### src/hdl/lkv_pkg.sv
// ----------------------------------------------------------------------------
// lkv_pkg
// Shared types and constants for the LRU key-value cache.
// ----------------------------------------------------------------------------
package lkv_pkg;

    localparam int ENTRIES_DEF = 16;
    localparam int CAP_W       = 5;
    localparam int KEY_W       = 32;
    localparam int VAL_W       = 32;

    localparam logic [CAP_W-1:0] CAP_RESET = 5'd16;

    localparam logic OP_GET = 1'b0;
    localparam logic OP_PUT = 1'b1;

    // which cell an update lands on
    typedef enum logic [1:0] {
        SEL_MATCH  = 2'd0,
        SEL_FREE   = 2'd1,
        SEL_VICTIM = 2'd2
    } t_sel;

    // update command broadcast to every cell
    typedef struct packed {
        logic upd;
        logic wr_key;
        logic wr_val;
        t_sel sel;
    } t_ctl;

    // words passed from cell to cell
    typedef struct packed {
        logic             hit;
        logic             free_seen;
        logic [VAL_W-1:0] value;
    } t_chain;

endpackage

### src/hdl/lkv_cell.sv
// ----------------------------------------------------------------------------
// lkv_cell
// One cache slot: valid, key, value and recency rank, with its link in the
// hit / free / readout chain.
// ----------------------------------------------------------------------------
module lkv_cell #(
    parameter  int ENTRIES = lkv_pkg::ENTRIES_DEF,
    localparam int RW      = (ENTRIES > 1) ? $clog2(ENTRIES) : 1,
    localparam int OCW     = $clog2(ENTRIES + 1)
) (
    input  logic                      i_clk,
    input  logic                      i_rst_n,
    input  logic                      i_look,
    input  logic [lkv_pkg::KEY_W-1:0] i_key,
    input  logic [lkv_pkg::VAL_W-1:0] i_val,
    input  logic [OCW-1:0]            i_victim_rank,
    input  lkv_pkg::t_ctl             i_ctl,
    input  logic [OCW-1:0]            i_limit,
    input  lkv_pkg::t_chain           i_chain,
    input  logic [RW-1:0]             i_rank_chain,
    output lkv_pkg::t_chain           o_chain,
    output logic [RW-1:0]             o_rank_chain
);

    logic                      r_valid;
    logic [lkv_pkg::KEY_W-1:0] r_key;
    logic [lkv_pkg::VAL_W-1:0] r_value;
    logic [RW-1:0]             r_rank;
    logic                      r_match;
    logic                      r_victim;

    logic       match;
    logic       tgt;
    logic [OCW-1:0] rank_ext;

    assign match    = r_valid && (r_key == i_key);
    assign rank_ext = OCW'(r_rank);

    assign o_chain.hit       = i_chain.hit | match;
    assign o_chain.free_seen = i_chain.free_seen | !r_valid;
    assign o_chain.value     = i_chain.value | (match ? r_value : '0);
    assign o_rank_chain      = i_rank_chain | (match ? r_rank : '0);

    always_comb begin
        case (i_ctl.sel)
            lkv_pkg::SEL_MATCH:  tgt = r_match;
            lkv_pkg::SEL_FREE:   tgt = !r_valid && !i_chain.free_seen;
            lkv_pkg::SEL_VICTIM: tgt = r_victim;
            default:             tgt = 1'b0;
        endcase
    end

    always_ff @(posedge i_clk) begin
        if (!i_rst_n) begin
            r_valid <= 1'b0;
        end else if (i_ctl.upd && tgt) begin
            r_valid <= 1'b1;
        end
    end

    always_ff @(posedge i_clk) begin
        if (i_look) begin
            r_match  <= match;
            r_victim <= r_valid && (rank_ext == i_victim_rank);
        end
        if (i_ctl.upd) begin
            if (tgt) begin
                if (i_ctl.wr_key) r_key <= i_key;
                if (i_ctl.wr_val) r_value <= i_val;
                r_rank <= '0;
            end else if (r_valid && (rank_ext < i_limit)) begin
                r_rank <= r_rank + RW'(1);
            end
        end
    end

endmodule

### src/hdl/lru_key_value_cache_top.sv
// ----------------------------------------------------------------------------
// lru_key_value_cache_top
// Fully associative key-value cache with least-recently-used replacement.
// ----------------------------------------------------------------------------
// Each command is captured in S_IDLE, then passes S_LOOK, where every slot
// cell compares the key and the hit value and rank ripple down the cell
// chain, and S_UPDT, where the chosen cell is written and the others age.
// busy is high in S_LOOK and S_UPDT; the result word appears on o_valid for
// one cycle right after, and start may be raised again in that same cycle.
// The receiver cannot stall, so results must be taken when o_valid is high.
// A get returns the value on a hit and -1 on a miss; a put returns 0.
// capacity 0 acts as 1, capacity above ENTRIES acts as ENTRIES.
module lru_key_value_cache_top #(
    parameter int ENTRIES = lkv_pkg::ENTRIES_DEF
) (
    input  logic                      i_clk,
    input  logic                      i_rst_n,
    input  logic                      start,
    output logic                      busy,
    input  logic                      i_op,
    input  logic [lkv_pkg::KEY_W-1:0] i_lookup_key,
    input  logic [lkv_pkg::VAL_W-1:0] i_write_value,
    input  logic                      i_cfg_we,
    input  logic [lkv_pkg::CAP_W-1:0] i_cfg_wdata,
    output logic                      o_valid,
    output logic                      o_hit,
    output logic [lkv_pkg::VAL_W-1:0] o_read_value
);

    localparam int RW  = (ENTRIES > 1) ? $clog2(ENTRIES) : 1;
    localparam int OCW = $clog2(ENTRIES + 1);
    localparam int CW  = (OCW > lkv_pkg::CAP_W) ? OCW : lkv_pkg::CAP_W;

    typedef enum logic [2:0] {
        S_IDLE = 3'b001,
        S_LOOK = 3'b010,
        S_UPDT = 3'b100
    } t_state;

    t_state                      r_state;
    logic                        r_op;
    logic [lkv_pkg::KEY_W-1:0]   r_key;
    logic [lkv_pkg::VAL_W-1:0]   r_wval;
    logic [lkv_pkg::CAP_W-1:0]   r_cap;
    logic [OCW-1:0]              r_occ;
    logic                        r_hit;
    logic [lkv_pkg::VAL_W-1:0]   r_hval;
    logic [RW-1:0]               r_hrank;
    logic                        r_ovalid;
    logic                        r_ohit;
    logic [lkv_pkg::VAL_W-1:0]   r_oval;

    lkv_pkg::t_chain             chain [ENTRIES+1];
    logic [RW-1:0]               rank_chain [ENTRIES+1];
    lkv_pkg::t_ctl               ctl;
    logic [OCW-1:0]              limit;
    logic [OCW-1:0]              victim_rank;
    logic [CW-1:0]               cap_ext;
    logic [CW-1:0]               occ_ext;
    logic                        room;
    logic                        accept;

    assign accept = start && !busy;
    assign busy   = (r_state != S_IDLE);

    assign chain[0]      = '0;
    assign rank_chain[0] = '0;

    assign victim_rank = r_occ - OCW'(1);
    assign occ_ext     = CW'(r_occ);
    assign cap_ext     = (r_cap == '0) ? CW'(1) : CW'(r_cap);
    assign room        = (occ_ext < cap_ext) && (occ_ext < CW'(ENTRIES));

    always_comb begin
        ctl.upd    = (r_state == S_UPDT) && (r_hit || (r_op == lkv_pkg::OP_PUT));
        ctl.wr_key = !r_hit;
        ctl.wr_val = (r_op == lkv_pkg::OP_PUT);
        if (r_hit) begin
            ctl.sel = lkv_pkg::SEL_MATCH;
            limit   = OCW'(r_hrank);
        end else if (room) begin
            ctl.sel = lkv_pkg::SEL_FREE;
            limit   = OCW'(ENTRIES);
        end else begin
            ctl.sel = lkv_pkg::SEL_VICTIM;
            limit   = victim_rank;
        end
    end

    for (genvar g = 0; g < ENTRIES; g++) begin : g_cell
        lkv_cell #(
            .ENTRIES (ENTRIES)
        ) u_cell (
            .i_clk         (i_clk),
            .i_rst_n       (i_rst_n),
            .i_look        (r_state == S_LOOK),
            .i_key         (r_key),
            .i_val         (r_wval),
            .i_victim_rank (victim_rank),
            .i_ctl         (ctl),
            .i_limit       (limit),
            .i_chain       (chain[g]),
            .i_rank_chain  (rank_chain[g]),
            .o_chain       (chain[g+1]),
            .o_rank_chain  (rank_chain[g+1])
        );
    end

    always_ff @(posedge i_clk) begin
        if (!i_rst_n) begin
            r_state  <= S_IDLE;
            r_cap    <= lkv_pkg::CAP_RESET;
            r_occ    <= '0;
            r_ovalid <= 1'b0;
        end else begin
            if (i_cfg_we) r_cap <= i_cfg_wdata;
            r_ovalid <= (r_state == S_UPDT);
            unique case (r_state)
                S_IDLE: begin
                    if (accept) r_state <= S_LOOK;
                end
                S_LOOK: begin
                    r_state <= S_UPDT;
                end
                S_UPDT: begin
                    r_state <= S_IDLE;
                    if ((r_op == lkv_pkg::OP_PUT) && !r_hit && room) begin
                        r_occ <= r_occ + OCW'(1);
                    end
                end
                default: r_state <= S_IDLE;
            endcase
        end
    end

    always_ff @(posedge i_clk) begin
        if (accept) begin
            r_op   <= i_op;
            r_key  <= i_lookup_key;
            r_wval <= i_write_value;
        end
        if (r_state == S_LOOK) begin
            r_hit   <= chain[ENTRIES].hit;
            r_hval  <= chain[ENTRIES].value;
            r_hrank <= rank_chain[ENTRIES];
        end
        if (r_state == S_UPDT) begin
            r_ohit <= r_hit;
            if (r_op == lkv_pkg::OP_PUT) begin
                r_oval <= '0;
            end else if (r_hit) begin
                r_oval <= r_hval;
            end else begin
                r_oval <= '1;
            end
        end
    end

    assign o_valid      = r_ovalid;
    assign o_hit        = r_ohit;
    assign o_read_value = r_oval;

`ifndef SYNTH
    a_strobe_after_update: assert property (@(posedge i_clk) disable iff (!i_rst_n)
        o_valid |-> $past(r_state == S_UPDT))
        else $error("result strobe without update cycle");

    a_occ_bound: assert property (@(posedge i_clk) disable iff (!i_rst_n)
        occ_ext <= CW'(ENTRIES))
        else $error("occupancy above entry count");

    a_occ_step: assert property (@(posedge i_clk) disable iff (!i_rst_n)
        (r_occ != $past(r_occ)) |-> (r_occ == $past(r_occ) + OCW'(1)))
        else $error("occupancy moved by other than one");

    a_busy_after_accept: assert property (@(posedge i_clk) disable iff (!i_rst_n)
        accept |=> (busy && !o_valid) ##1 (busy && !o_valid) ##1 (!busy && o_valid))
        else $error("command did not take three cycles");
`endif

endmodule

### config.mk
export PLATFORM = sky130hd
export DESIGN_NAME = lru_key_value_cache_top
export DESIGN_NICKNAME = d
export VERILOG_FILES = /design/src/hdl/lkv_pkg.sv /design/src/hdl/lkv_cell.sv /design/src/hdl/lru_key_value_cache_top.sv
export SDC_FILE = /design/constraint.sdc
export NUM_CORES = 2
export LEC_CHECK = 0
export ABC_AREA = 1
export BUFFER_PORTS_ARGS = -buffer_cell sky130_fd_sc_hd__buf_2
export CORE_MARGIN = 2
export CORE_UTILIZATION = 45
export CTS_CLUSTER_DIAMETER = 30
export DETAILED_ROUTE_END_ITERATION = 16
export PLACE_DENSITY_LB_ADDON = 0.12
export SLEW_MARGIN = 5
export SYNTH_ARGS = -nofsm -noshare
export SYNTH_HDL_FRONTEND = slang
export SYNTH_SLANG_ARGS = --single-unit
### constraint.sdc
create_clock -name i_clk -period 14.8 [get_ports i_clk]
set_input_delay 2.22 -clock i_clk [delete_from_list [all_inputs] [get_ports i_clk]]
set_output_delay 2.22 -clock i_clk [all_outputs]
set_load 0.1 [all_outputs]
* Word level (Yosys, flattened, before mapping)
Index checks and enable logic that the tools add are counted.
Word-level totals: output and inout bits 35, RAM bits 0, ROM bits 0, register bits after elaboration 1285, input port bits 74, bits in latches 0, memories 0
Operators by class: shift operators 0, $mul 0, $lt $le $gt $ge 18, multiplexer cells 72, equal/unequal tests 39, add/sub/neg operators 18, reduce and logical (&&, ||, !) cells 184, bitwise operators 60, divide/modulo/power cells 0
Operators with widths (count):
- $mux 32 | 17
- $eq 32x32->1 | 16
- $or 32x32->32 | 15
- $mux 4 | 32
- $reduce_and 3->1 | 32
- $logic_and 1x1->1 | 84
- $eq 4x5->1 | 16
- $lt 4x5->1 | 16
- $add 4x1->4 const B | 16
- $or 4x4->4 | 15
- $pmux 1 s3 | 16
- $reduce_and 2->1 | 17
- $logic_not 1->1 | 32
- $reduce_bool 2->1 | 16
- $or 1x1->1 | 29
- $mux 5 | 3
- $pmux 3 s2 | 1
- $add 5x1->5 const B | 1
- $logic_not 5->1 | 1
- $lt 5x5->1 | 1
- $lt 5x5->1 const B | 1
- $sub 5x1->5 const B | 1
- $mux 2 | 2
- $eq 3x1->1 const B | 1
- 10 further kinds | 10

* Longest topological paths before layout
depth after elaboration 20, depth in mapped cells 18, mapped depth without buffers 16

* Modules after synthesis
Synthesis repeated with hierarchy kept, for this count alone.
Second synthesis, totals: cell total of the unflattened synthesis 7340, area, all modules 67130.6 um2
By module, submodules not included:
- lkv_cell (g_cell[15].u_cell ...) | instances 9, seq. area each 2122.0 um2, area an instance 3834.9 um2, cells an instance 440
- lkv_cell (g_cell[0].u_cell ...) | instances 5, seq. area each 2122.0 um2, area an instance 3926.3 um2, cells an instance 432
- lru_key_value_cache_top | instances 1, seq. area each 4334.2 um2, area an instance 5181.2 um2, cells an instance 331
- lkv_cell (g_cell[9].u_cell) | instances 1, seq. area each 2122.0 um2, area an instance 3970.1 um2, cells an instance 449
- lkv_cell (g_cell[14].u_cell) | instances 1, seq. area each 2122.0 um2, area an instance 3833.7 um2, cells an instance 440

* Least setup slack after synthesis
No wires, ideal clock.
path kind reg2reg, start register r_state[1], end register g_cell[0].u_cell.r_match, enable pin, path slack 9.151 ns, stages on the path, launching flop included 3, data arrival time 5.068 ns, cells stage by stage dfxtp_1 > inv_1 > nor3_1
Between the ends: longest elaborated chain between the ends 1
RTL lines:
- start: declaration | line lru_key_value_cache_top.sv:40 | t_state r_state;
- start signal: assignment | line lru_key_value_cache_top.sv:111 | r_state <= S_IDLE;
- start signal: assignment | line lru_key_value_cache_top.sv:120 | if (accept) r_state <= S_LOOK;
- start signal: assignment | line lru_key_value_cache_top.sv:123 | r_state <= S_UPDT;
- $eq 3x2->1 | line lru_key_value_cache_top.sv:96 | .i_look (r_state == S_LOOK),
- end signal: assignment | line lkv_cell.sv:63 | r_match <= match;
- end: declaration | line lkv_cell.sv:29 | logic r_match;
No other way between the ends. A chain may end at the register's enable or synchronous reset.

==> results.cfg <==
[setup_path]
crit_path_end_kind = flop
critical_path_required_ns = 15.46
worst-setup-path-type = flop to flop
timing.critical_path.from_type = flop
critPathArrivalTime_ns = 5.07
path_max_fanout = 35

[synthesis]
dominantRegCellSynth = edfxtp_1
synth_top_family_by_area = simple AND/OR/NAND/NOR gates
post_synth.cell_area_avg_um2 = 12.2
synthesis.nets = 4683
synthXorXnorAreaFrac = 0.0387
synthDominantAreaCellType = edfxtp_1
yosys-mux-area-fraction = 0
async_flop_share = 0
synth.lib_cells_used.distinct = 48
syn-cell-area_um2 = 55400
synthTopCellsByCount = edfxtp_1, nand2_1, nand3_1
yosys.area_share.simple = 0.170
synth_fa_ha_area_frac = 0.0158
ys_seq_area_frac = 0.691
compound_gate_fraction_of_synth_area = 0.0424
synth.top_cells.by_area = edfxtp_1, nand2_1, nand3_1
synth_most_common_cell = edfxtp_1
synth_warnings = 0
yosys_register_bits = 1285
synth_enable_flop_cells = 1255
syn_inst = 4539
netlist.area_leader.share = 0.680

[sta]
timing.final.crit_period_ns = 4.41
max_freq_ghz = 0.227
post-route-period-util = 0.298
timing_max_transition_violations_final = 0
max-slew-margin-rel = 0.140
finalHoldViolations = 0
finClkSkew_ns = 0.0921
setup_total_negative_slack_ns = 0
worst_slew_pin_slew_ns = 1.29
timing.final.setup_violations = 0
unrepaired_setup_endpoints_after_global_routing = no

[routing]
routed_via_density = 5.88
ant_nets = 0
route.detailed.drc = 0
post_drt_wl_per_cell_um = 27.9
drt_pre_antenna_iters = 6
vias = 39500
detail_route.wirelength_um = 187000
drt_iter0_drc = 5034

[finish]
share_of_post_route_cells_with_drive_strength_above_1 = 0.157
nets = 5003
layoutNonFillerInstCount = 6715
synthToLayoutAreaGrowth_pct = 22.1
fill_cells = 10200

[global_route]
vias_in_the_first_global_route = 38000
grt_residual_overflow = 0
grt.total_usage = 0.296
antenna_found_initial = 3
top_usage_layer = met2
grtUsageMet2 = 0.433
grt_pass1_wl_um = 267000
grt_use_met3 = 0.0728
grt_start_max_net_pins = 55
grt_use_met1 = 0.425

[placed_design]
dpl.hpwl_um = 104000
port_buffers = 108
routabilityCongestion = 0.924
place.detailed.instances = 6171

[clock_network]
latest_clock_arrival_within_the_worst_skew_pair_ns = 0.91
clkSinkCount = 1285
htreeDepth = 5
postCtsResizedCells = 0
clock_tree_from_tritoncts = built
cts-hold-fix-buffers = 0
cts_inserted_buffers = 311
path_clk_slew_ns = 0.05
clock_tree.buffer_depth = 4
cts.repair_timing.setup_buffer_count = 0
cts_root_buf = clkbuf_16

[floorplanning]
number_of_top_level_pins = 109
design.core.area_um2 = 122000
die_h_um = 355
die_width_um = 355
row_count = 128
initial_core_util = 0.454
die-area_um2 = 126000

[power]
sequential_power_share = 0.380
combPwrFrac = 0.027
power_switching_share = 0.215
power_switching_w = 0.00230
total_leakage_power_nw = 24.2
p_int_w = 0.00843
pwr_density_cell_nw_per_um2 = 159
power.ir.vdd_worst_v = 0.000124
clock_power_share = 0.593

[run]
drv_cap = 0

[min_path]
min_path_type = flop to flop

[status]
result_of_the_run = completed
## layout by cell type, fill, tap and decap left out, drive strengths merged
cell and n:
edfxtp 1255, nand2 729, nand3 535, nor2 477
clkbuf 345, inv 287, nand4 247, buf 217
xnor2 147, o21ai 140, clkinv 133, xor2 96
o22ai 88, a21oi 82, ha 70, nor3 48
dfxtp 30, clkinvlp 28, bufinv 26, a22o 25
a211oi 23, nor4 18, or2 9, a221oi 8
o2111ai 8, o211ai 8, o221ai 5, o21a 2
diode 1, and3 1, a22oi 1, a2111oi 1
## worst paths after layout
kind / from / to / slack (ns) / cells after the start
worst max-delay path: r_key[25]$_DFFE_PP_ / r_hval[25]$_DFFE_PP_ / 10.39 / 16
worst min-delay path: r_cap[0]$_SDFFE_PN0P_ / r_cap[0]$_SDFFE_PN0P_ / 0.46 / 2
worst min register to register: r_cap[0]$_SDFFE_PN0P_ / r_cap[0]$_SDFFE_PN0P_ / 0.46 / 2
worst max register to register: r_key[25]$_DFFE_PP_ / r_hval[25]$_DFFE_PP_ / 10.39 / 16
## per-layer routing
layer	part of all wire	wire length, um
met3	0.11	21500
met2	0.43	81100
met4	0.035	6520
met5	0	0
met1	0.42	78100
## sequential cells by signal (all words and copies together), names as in the netlist, 32 cells and up
register and count:
g_cell.u_cell.r_key 512, g_cell.u_cell.r_value 512, g_cell.u_cell.r_rank 64, o_read_value 32
r_hval 32, r_key 32, r_wval 32
## through the flow
step,area [um2],hold WS [ns],power (W),worst slack [ns],utilization
global route,67600,0.477,0.0110,10.22,0.554
global placement,57800,0.431,0.00442,10.59,0.474
CTS,67600,0.457,0.0108,10.49,0.554
floorplan,55400,0.421,0.00428,9.15,-
detailed placement,57800,0.444,0.00443,10.50,0.474
finish,67700,0.457,0.0107,10.39,0.554
## area by class of cell
| cell class | instances | area, um2 | share of cell area |
|---|---|---|---|
| sequential | 1285 | 38300 | 0.566 |
| multi-input combinational | 2768 | 15100 | 0.224 |
| clock buffer | 345 | 8060 | 0.119 |
| tap | 1625 | 2030 | 0.0301 |
| clock inverter | 198 | 1750 | 0.0259 |
| timing repair buffer | 217 | 1360 | 0.0201 |
| inverter | 276 | 1040 | 0.0154 |
| antenna | 1 | 2.50 | 0.0000370 |
## power by group through the flow
stage	clock [W]	sequential, W	combinational (W)
after floorplan	0	0.00413	0.000150
after global placement	0	0.00414	0.000284
after detailed placement	0	0.00414	0.000286
after CTS	0.00640	0.00408	0.000287
after global routing	0.00660	0.00408	0.000307
final	0.00636	0.00408	0.000290
## worst max-delay path, cell delays in order, from the launching register on
cell and delay (ns):
edfxtp_1 1.02, inv_1 0.51, buf_4 0.39, nand2_1 0.14
o21ai_0 0.09, nor2_1 0.13, nand4_1 0.12, nor2_1 0.11
nand2_1 0.10, nor2_4 0.21, buf_4 0.65, nand3_1 0.14
nand2_1 0.10, inv_1 0.04, nand2_1 0.06, nor2_1 0.05
nand2_1 0.27
## cell families (layout without fill, tap and decap cells)
| kind of cell | after synthesis | count (layout) |
|---|---|---|
| and+or+nand+nor | 2064 | 2064 |
| DFF | 1285 | 1285 |
| buffers and inverters | 486 | 1036 |
| AOI/OAI and AO/OA | 391 | 391 |
| xor gates and xnor gates | 243 | 243 |
| adders and majority gates | 70 | 70 |
| other | 0 | 1 |
Note: power is estimated with default switching activity, not from simulation.
